===== config.mk =====
export PLATFORM = sky130hd
export DESIGN_NAME = serial_command_parser
export DESIGN_NICKNAME = d
export VERILOG_FILES = /design/src/scp_pkg.sv /design/src/scp_input_stage.sv /design/src/scp_parse.sv /design/src/serial_command_parser.sv
export SDC_FILE = /design/constraint.sdc
export NUM_CORES = 1
export LEC_CHECK = 0
export BUFFER_PORTS_ARGS = -buffer_cell sky130_fd_sc_hd__buf_2
export CAP_MARGIN = 5
export CELL_PAD_IN_SITES_DETAIL_PLACEMENT = 1
export CELL_PAD_IN_SITES_GLOBAL_PLACEMENT = 1
export CORE_MARGIN = 2
export CORE_UTILIZATION = 46
export CTS_CLUSTER_SIZE = 8
export DETAILED_ROUTE_END_ITERATION = 7
export PLACE_DENSITY = 0.75
export SLEW_MARGIN = 40
export SYNTH_ARGS = -nofsm -noshare
export SYNTH_HDL_FRONTEND = slang
export SYNTH_HIERARCHICAL = 1
export SYNTH_SLANG_ARGS = --single-unit

===== constraint.sdc =====
create_clock -name clk -period 3.29 [get_ports clk]
set_clock_uncertainty 0.1 [all_clocks]
set_input_delay 0.4935 -clock clk [delete_from_list [all_inputs] [get_ports clk]]
set_output_delay 0.4935 -clock clk [all_outputs]
set_load 0.02 [all_outputs]

===== src/scp_pkg.sv =====
// Shared types, event codes, character constants and hex digit decoder of the serial command parser.
package scp_pkg;

  // Event codes carried on event_res.
  localparam logic [2:0] EV_NONE   = 3'd0;
  localparam logic [2:0] EV_BEGIN  = 3'd1;
  localparam logic [2:0] EV_DATA   = 3'd2;
  localparam logic [2:0] EV_COMMIT = 3'd3;
  localparam logic [2:0] EV_VOLT   = 3'd4;

  // Characters that steer the parser.
  localparam logic [7:0] CH_VOLT      = 8'h56;  // 'V'
  localparam logic [7:0] CH_PLAN      = 8'h57;  // 'W'
  localparam logic [7:0] CH_PLAN_LOGO = 8'h4C;  // 'L'
  localparam logic [7:0] CH_STAR      = 8'h2A;  // '*'
  localparam logic [7:0] CH_ZERO      = 8'h30;  // '0'
  localparam logic [7:0] CH_NINE      = 8'h39;  // '9'
  localparam logic [7:0] CH_UPPER_A   = 8'h41;  // 'A'
  localparam logic [7:0] CH_UPPER_F   = 8'h46;  // 'F'

  // A byte held in the input register, passed on to the parse stage.
  typedef struct packed {
    logic       valid;
    logic [7:0] data;
  } scp_stage_t;

  // Decoded hex digit: ok is low for anything but 0-9 and upper-case A-F.
  typedef struct packed {
    logic       ok;
    logic [3:0] value;
  } scp_hex_t;

  function automatic scp_hex_t hex_decode(input logic [7:0] c);
    scp_hex_t   res;
    logic [7:0] diff;
    res  = '0;
    diff = '0;
    if (c >= CH_ZERO && c <= CH_NINE) begin
      diff      = c - CH_ZERO;
      res.ok    = 1'b1;
      res.value = diff[3:0];
    end else if (c >= CH_UPPER_A && c <= CH_UPPER_F) begin
      diff      = c - CH_UPPER_A + 8'd10;
      res.ok    = 1'b1;
      res.value = diff[3:0];
    end
    return res;
  endfunction

endpackage


===== src/scp_input_stage.sv =====
// Input register of the serial command parser, holding one received byte.
module scp_input_stage
  import scp_pkg::*;
(
  input  logic       clk,
  input  logic       rst,
  input  logic       in_valid,
  output logic       in_stall,
  input  logic [7:0] rx_byte,
  input  logic       advance,
  output scp_stage_t stage
);

  logic       valid;
  logic [7:0] data;
  logic       free;

  // The register can take a byte when empty or when its byte moves on this cycle.
  assign free     = !valid || advance;
  assign in_stall = !free;

  always_ff @(posedge clk) begin
    if (rst) begin
      valid <= 1'b0;
    end else if (free) begin
      valid <= in_valid;
    end
    if (free && in_valid) begin
      data <= rx_byte;
    end
  end

  assign stage.valid = valid;
  assign stage.data  = data;

endmodule


===== src/scp_parse.sv =====
// Parse stage: message state machine, checksum, voltage store and result register.
module scp_parse
  import scp_pkg::*;
(
  input  logic        clk,
  input  logic        rst,
  input  logic        logo_mode,
  input  scp_stage_t  stage,
  output logic        advance,
  output logic        out_valid,
  input  logic        out_stall,
  output logic [2:0]  event_res,
  output logic [7:0]  data_byte,
  output logic [15:0] voltage_value
);

  typedef enum logic [2:0] {
    PH_IDLE       = 3'd0,
    PH_VOLT_HIGH  = 3'd1,
    PH_VOLT_LOW   = 3'd2,
    PH_PLAN_DATA  = 3'd3,
    PH_PLAN_CHECK = 3'd4
  } phase_t;

  phase_t      phase, phase_next;
  logic        have_high, have_high_next;
  logic [3:0]  high_nibble, high_nibble_next;
  logic [7:0]  running_sum, running_sum_next;
  logic [7:0]  volt_high, volt_high_next;
  logic [15:0] stored_voltage, stored_voltage_next;
  logic [2:0]  ev_next;
  logic [7:0]  data_next;
  logic        out_free;
  logic        fire;
  logic [7:0]  plan_letter;
  logic [7:0]  c;
  scp_hex_t    hex;

  // The result register is free when empty or when its result is taken now.
  assign out_free = !out_valid || !out_stall;
  assign fire     = stage.valid && out_free;
  assign advance  = fire;

  assign c           = stage.data;
  assign hex         = hex_decode(c);
  assign plan_letter = logo_mode ? CH_PLAN_LOGO : CH_PLAN;

  // Next state and result for the byte in the input register.
  always_comb begin
    phase_next          = phase;
    have_high_next      = have_high;
    high_nibble_next    = high_nibble;
    running_sum_next    = running_sum;
    volt_high_next      = volt_high;
    stored_voltage_next = stored_voltage;
    ev_next             = EV_NONE;
    data_next           = '0;
    case (phase)
      PH_VOLT_HIGH: begin
        volt_high_next = c;
        phase_next     = PH_VOLT_LOW;
      end
      PH_VOLT_LOW: begin
        // Doubling with 16-bit wrap is a left shift dropping the top bit.
        stored_voltage_next = {volt_high[6:0], c, 1'b0};
        ev_next             = EV_VOLT;
        phase_next          = PH_IDLE;
      end
      PH_PLAN_DATA: begin
        if (c == CH_STAR) begin
          have_high_next = 1'b0;
          phase_next     = PH_PLAN_CHECK;
        end else if (!hex.ok) begin
          phase_next = PH_IDLE;
        end else begin
          if (!have_high) begin
            high_nibble_next = hex.value;
            have_high_next   = 1'b1;
          end else begin
            data_next      = {high_nibble, hex.value};
            ev_next        = EV_DATA;
            have_high_next = 1'b0;
          end
          running_sum_next = running_sum + c;
        end
      end
      PH_PLAN_CHECK: begin
        if (!hex.ok) begin
          phase_next = PH_IDLE;
        end else if (!have_high) begin
          high_nibble_next = hex.value;
          have_high_next   = 1'b1;
        end else begin
          if ({high_nibble, hex.value} == running_sum) begin
            ev_next = EV_COMMIT;
          end
          have_high_next = 1'b0;
          phase_next     = PH_IDLE;
        end
      end
      default: begin
        phase_next = PH_IDLE;
        if (c == CH_VOLT) begin
          phase_next = PH_VOLT_HIGH;
        end else if (c == plan_letter) begin
          have_high_next   = 1'b0;
          running_sum_next = '0;
          phase_next       = PH_PLAN_DATA;
          ev_next          = EV_BEGIN;
        end
      end
    endcase
  end

  // Parser state and result register, loaded at each byte transfer; the result valid clears once taken.
  always_ff @(posedge clk) begin
    if (rst) begin
      phase          <= PH_IDLE;
      have_high      <= 1'b0;
      high_nibble    <= '0;
      running_sum    <= '0;
      volt_high      <= '0;
      stored_voltage <= '0;
      out_valid      <= 1'b0;
    end else begin
      if (fire) begin
        phase          <= phase_next;
        have_high      <= have_high_next;
        high_nibble    <= high_nibble_next;
        running_sum    <= running_sum_next;
        volt_high      <= volt_high_next;
        stored_voltage <= stored_voltage_next;
        out_valid      <= 1'b1;
      end else if (out_valid && !out_stall) begin
        out_valid <= 1'b0;
      end
    end
    if (fire) begin
      event_res     <= ev_next;
      data_byte     <= data_next;
      voltage_value <= stored_voltage_next;
    end
  end

endmodule


===== src/serial_command_parser.sv =====
// Top level of the serial command parser: input register, parse stage, mode register.
//
// Every received byte produces exactly one result: the byte is held in the input
// register, then passes through the combinational parse logic into the result
// register. A new byte is taken in every cycle while the output is not stalled;
// throughput is one byte per clock, set by the parse stage, which updates the
// message state, checksum and stored voltage at each byte transfer. The mode
// bit picks 'L' instead of 'W' as plan start letter and should be written only
// while no byte is in flight. After a stall the output holds its result.
module serial_command_parser
  import scp_pkg::*;
(
  input  logic        clk,
  input  logic        rst,
  input  logic        cfg_we,
  input  logic        cfg_wdata,
  input  logic        in_valid,
  output logic        in_stall,
  input  logic [7:0]  rx_byte,
  output logic        out_valid,
  input  logic        out_stall,
  output logic [2:0]  event_res,
  output logic [7:0]  data_byte,
  output logic [15:0] voltage_value
);

  logic       logo_mode;
  logic       advance;
  scp_stage_t stage;

  // Plan letter select register.
  always_ff @(posedge clk) begin
    if (rst) begin
      logo_mode <= 1'b0;
    end else if (cfg_we) begin
      logo_mode <= cfg_wdata;
    end
  end

  scp_input_stage u_input (
    .clk      (clk),
    .rst      (rst),
    .in_valid (in_valid),
    .in_stall (in_stall),
    .rx_byte  (rx_byte),
    .advance  (advance),
    .stage    (stage)
  );

  scp_parse u_parse (
    .clk           (clk),
    .rst           (rst),
    .logo_mode     (logo_mode),
    .stage         (stage),
    .advance       (advance),
    .out_valid     (out_valid),
    .out_stall     (out_stall),
    .event_res     (event_res),
    .data_byte     (data_byte),
    .voltage_value (voltage_value)
  );

endmodule


==> results by group <==
Status
  – Status: complete, no violations

Drt
  – Number of vias per cell: between 5 and 6
  – First-pass DRT Iterations: 4
  – Initial detailed-routing violation count: 117
  – Total detailed-routing wirelength: 8550 µm
  – Antenna viol nets, final: 0
  – Routed vias: 2681
  – DRC: 0
  – DR WL/cell: around 17 µm

Critical path
  – Flop2flop setup slack: 360 ps
  – CP Class: register to register
  – Critical R2R Capture: u_parse/phase[1]$_SDFFE_PP0P_
  – Critical R2R Launch: u_input/data[0]$_DFFE_PP_
  – Critical Path End Type: register
  – Crit path DAT: a little over 3000 ps
  – R2R cell count: 10
  – Worst path required time: 3430 ps
  – Element type at the critical path start: register
  – Largest fanout on the critical path: 11

Cells and area
  – Final Net Count: 414
  – # diodes: 0
  – Area grow syn2layout: 13.5%
  – Final core occ: 54.2%
  – Finished Layout Cells: approximately 500
  – Share of cells above drive strength 1: 23.3%

CTS
  – # H-tree levels: 3
  – Clk sinks: 77
  – Setup bufs post-CTS: 0
  – Skew-Pair Late Insertion Delay: 350 ps
  – CTS tree: yes
  – CTS clk-pin slew, worst paths: 80 ps
  – Post_cts resized: 0
  – Post-CTS Hold Fix Bufs: 0
  – Maximum clock insertion buffer count: 2
  – CTS root buf: clkbuf_8
  – Total CTS buffers: 9

Power and ir drop
  – Leakage power: 0.00159 µW
  – Seq pwr share: 54.8%
  – Switching share of power: 24.5%
  – Pwr dens: ~460 nW/µm²
  – VDD IR-drop max: 0.193 mV
  – Share of total power in combinational logic: 7.7%
  – Power share of the clock group: 37.5%
  – P_int: 1450 µW
  – Sw Pwr: around 470 µW
  – Power, Total: 1920 µW

Synth
  – Share of the synthesized area in the top cell type: 28.3%
  – #FFs+latches synth: 77
  – Synth cell types: 61
  – Post-Syn Instances: 344
  – Top FF cell, synth: dfxtp_1
  – Cell taking the most area after synthesis: edfxtp_1
  – Post-synthesis instance area: 3710 µm²
  – Ys async rst share: 0%
  – Synth top area cells: edfxtp_1 28%, dfxtp_1 23%, ha_1 4.7%
  – Sequential element share of the synthesized area: 51.0%
  – Post-synth EDFFs: 35
  – Synth warn: 6
  – Synth Area per Inst: 10.8 µm²
  – Net count after synthesis: 373

STA
  – Worst slew pin tran: 691 ps
  – Crit path time final: roughly 3000 ps
  – Final worst-path cycle share: about nine tenths
  – RSZ-0062 raised after global routing: false
  – Final hold vios: 0
  – Fmax: roughly 340 MHz
  – Final Slew Violations: 0
  – Final setup TNS: 0 ps
  – Final setup viols: 0
  – Slew headroom: roughly 54%
  – Post-route worst setup slack: 361 ps

Hold path
  – Hold crit path type: input port to register
  – Hold Path Stages: 1
  – Hold Crit Start: rx_byte[2]
  – Hold Path Sink: u_input/data[2]$_DFFE_PP_

Die
  – Die height: 93.8 µm
  – Core ar.: 7770 µm²
  – Row count: 32
  – Initial Util: 47.7%
  – Die ar.: 8800 µm²
  – I/O pin cnt: 43
  – Die width: 93.8 µm

Global route
  – Pin count of the biggest net entering global routing: 28
  – Initial antenna violation count: 0
  – Vias in the first global route: 2813
  – First-pass GRT wire length: 14000 µm
  – Total global-route track usage: between 20% and 30%
  – GRT overflow: 0

Job
  – Max-Cap Viols: 0

Placed design
  – Post-place setup slack: 364 ps
  – # placed instances: 476
  – Buffers added on ports: 42
  – Post-DP HPWL: just over 6000 µm
  – Global placement routability congestion: about 0.8
## layer usage
metal	share of wire (%)	wire length, µm	vias to the layer above	track usage [%]
met1	49	4150	1313	28.1
met3	4.0	345	9	5.46
met5	0	0	-	0
met2	47	3980	62	33.3
li1	-	-	1297	-
met4	0.91	78	0	5.07
## how the worst max path moves through the flow
stage	startpoint	to	slack, ps
after detailed placement	u_input/data[0]$_DFFE_PP_	u_parse/phase[1]$_SDFFE_PP0P_	360
after floorplan	out_stall	u_parse/running_sum[7]$_SDFFE_PP0P_	570
after CTS	u_input/data[0]$_DFFE_PP_	u_parse/phase[1]$_SDFFE_PP0P_	340
after global placement	u_input/data[0]$_DFFE_PP_	u_parse/phase[0]$_SDFFE_PP0P_	560
after global routing	u_input/data[0]$_DFFE_PP_	u_parse/phase[1]$_SDFFE_PP0P_	120
final	u_input/data[0]$_DFFE_PP_	u_parse/phase[1]$_SDFFE_PP0P_	360
## power groups by stage
stage / clock, µW / combinational (µW) / sequential (µW)
3_3_place_gp: 0 / 145 / 1070
4_1_cts: 743 / 150 / 1050
5_1_grt: 780 / 162 / 1060
6_report: 721 / 148 / 1050
3_5_place_dp: 0 / 149 / 1070
2_1_floorplan: 0 / 82.2 / 1090
## worst max-delay path, stage by stage (launching register included)
cell and delay (ps):
edfxtp_1 560, inv_1 190, ha_1 240, or3b_1 350
and4_1 210, nor2_1 220, inv_1 100, ha_1 220
a211oi_2 300, nor2_1 80, a311oi_1 290
## kinds of logic (layout without fill, tap and decap cells)
logic type | Yosys count | after routing | synth area share [%]
DFF | 77 | 77 | 51.0
xor gates and xnor gates | 17 | 17 | 4.01
muxes | 29 | 29 | 8.37
and+or+nand+nor | 123 | 123 | 17.7
adders and majority gates | 15 | 15 | 5.26
AOI/OAI and AO/OA | 57 | 57 | 10.6
buffers and inverters | 26 | 72 | 3.07
## cells in the final DEF (no fill, tap or decap), drive strengths merged, types with 5 or more instances in the layout
cell type | netlist | final
nand2 | 43 | 43
and3 | 6 | 6
mux2i | 13 | 13
inv | 9 | 10
nand3 | 6 | 6
nor2b | 6 | 6
xnor2 | 12 | 12
xor2 | 5 | 5
nor3b | 5 | 5
buf | 8 | 47
a21oi | 26 | 26
o21ai | 8 | 8
clkbuf | 9 | 11
ha | 14 | 14
edfxtp | 35 | 35
nor2 | 31 | 31
mux2 | 16 | 16
dfxtp | 42 | 42
## stage by stage
step	area [µm²]	hold slack, ps
finish	4210	225
global route	4210	202
CTS	4210	210
detailed placement	4010	349
global placement	4010	339
floorplan	3710	334
## area by class of cell
cell class | count | area (µm²)
fill | 870 | 3560
inverter | 9 | 33.8
sequential | 77 | 1890
multi-input combinational | 241 | 1710
clock buffer | 11 | 141
tap | 102 | 128
clock inverter | 5 | 58.8
timing repair buffer | 47 | 248
## registers in the layout, summed over array words and instances, names as in the netlist
| register | flops |
|---|---|
| u_parse/phase | 3 |
| u_parse/running_sum | 8 |
| u_parse/voltage_value | 16 |
| logo_mode | 1 |
| u_parse/event_res | 3 |
| u_parse/data_byte | 8 |
| u_parse/high_nibble | 4 |
| u_parse/stored_voltage | 16 |
| u_parse/volt_high | 7 |
| u_parse/have_high | 1 |
| u_input/valid | 1 |
| u_parse/out_valid | 1 |
| u_input/data | 8 |
## synth_stat cells, drive strengths merged (2+ instances only)
cell type	count
nand3	6
or3	3
dfxtp	42
xnor2	12
nand4	3
nand2	43
nor3b	5
o22ai	2
nand4b	2
clkbuf	9
buf	8
o21a	2
xor2	5
mux2i	13
nor2	31
nor3	3
nand4bb	2
edfxtp	35
a22o	4
nand3b	2
a21oi	26
mux2	16
inv	9
o21bai	2
nor4	3
ha	14
and3	6
a311oi	2
o21ai	8
and2	3
nor2b	6
(Power assumes the default switching activity.)
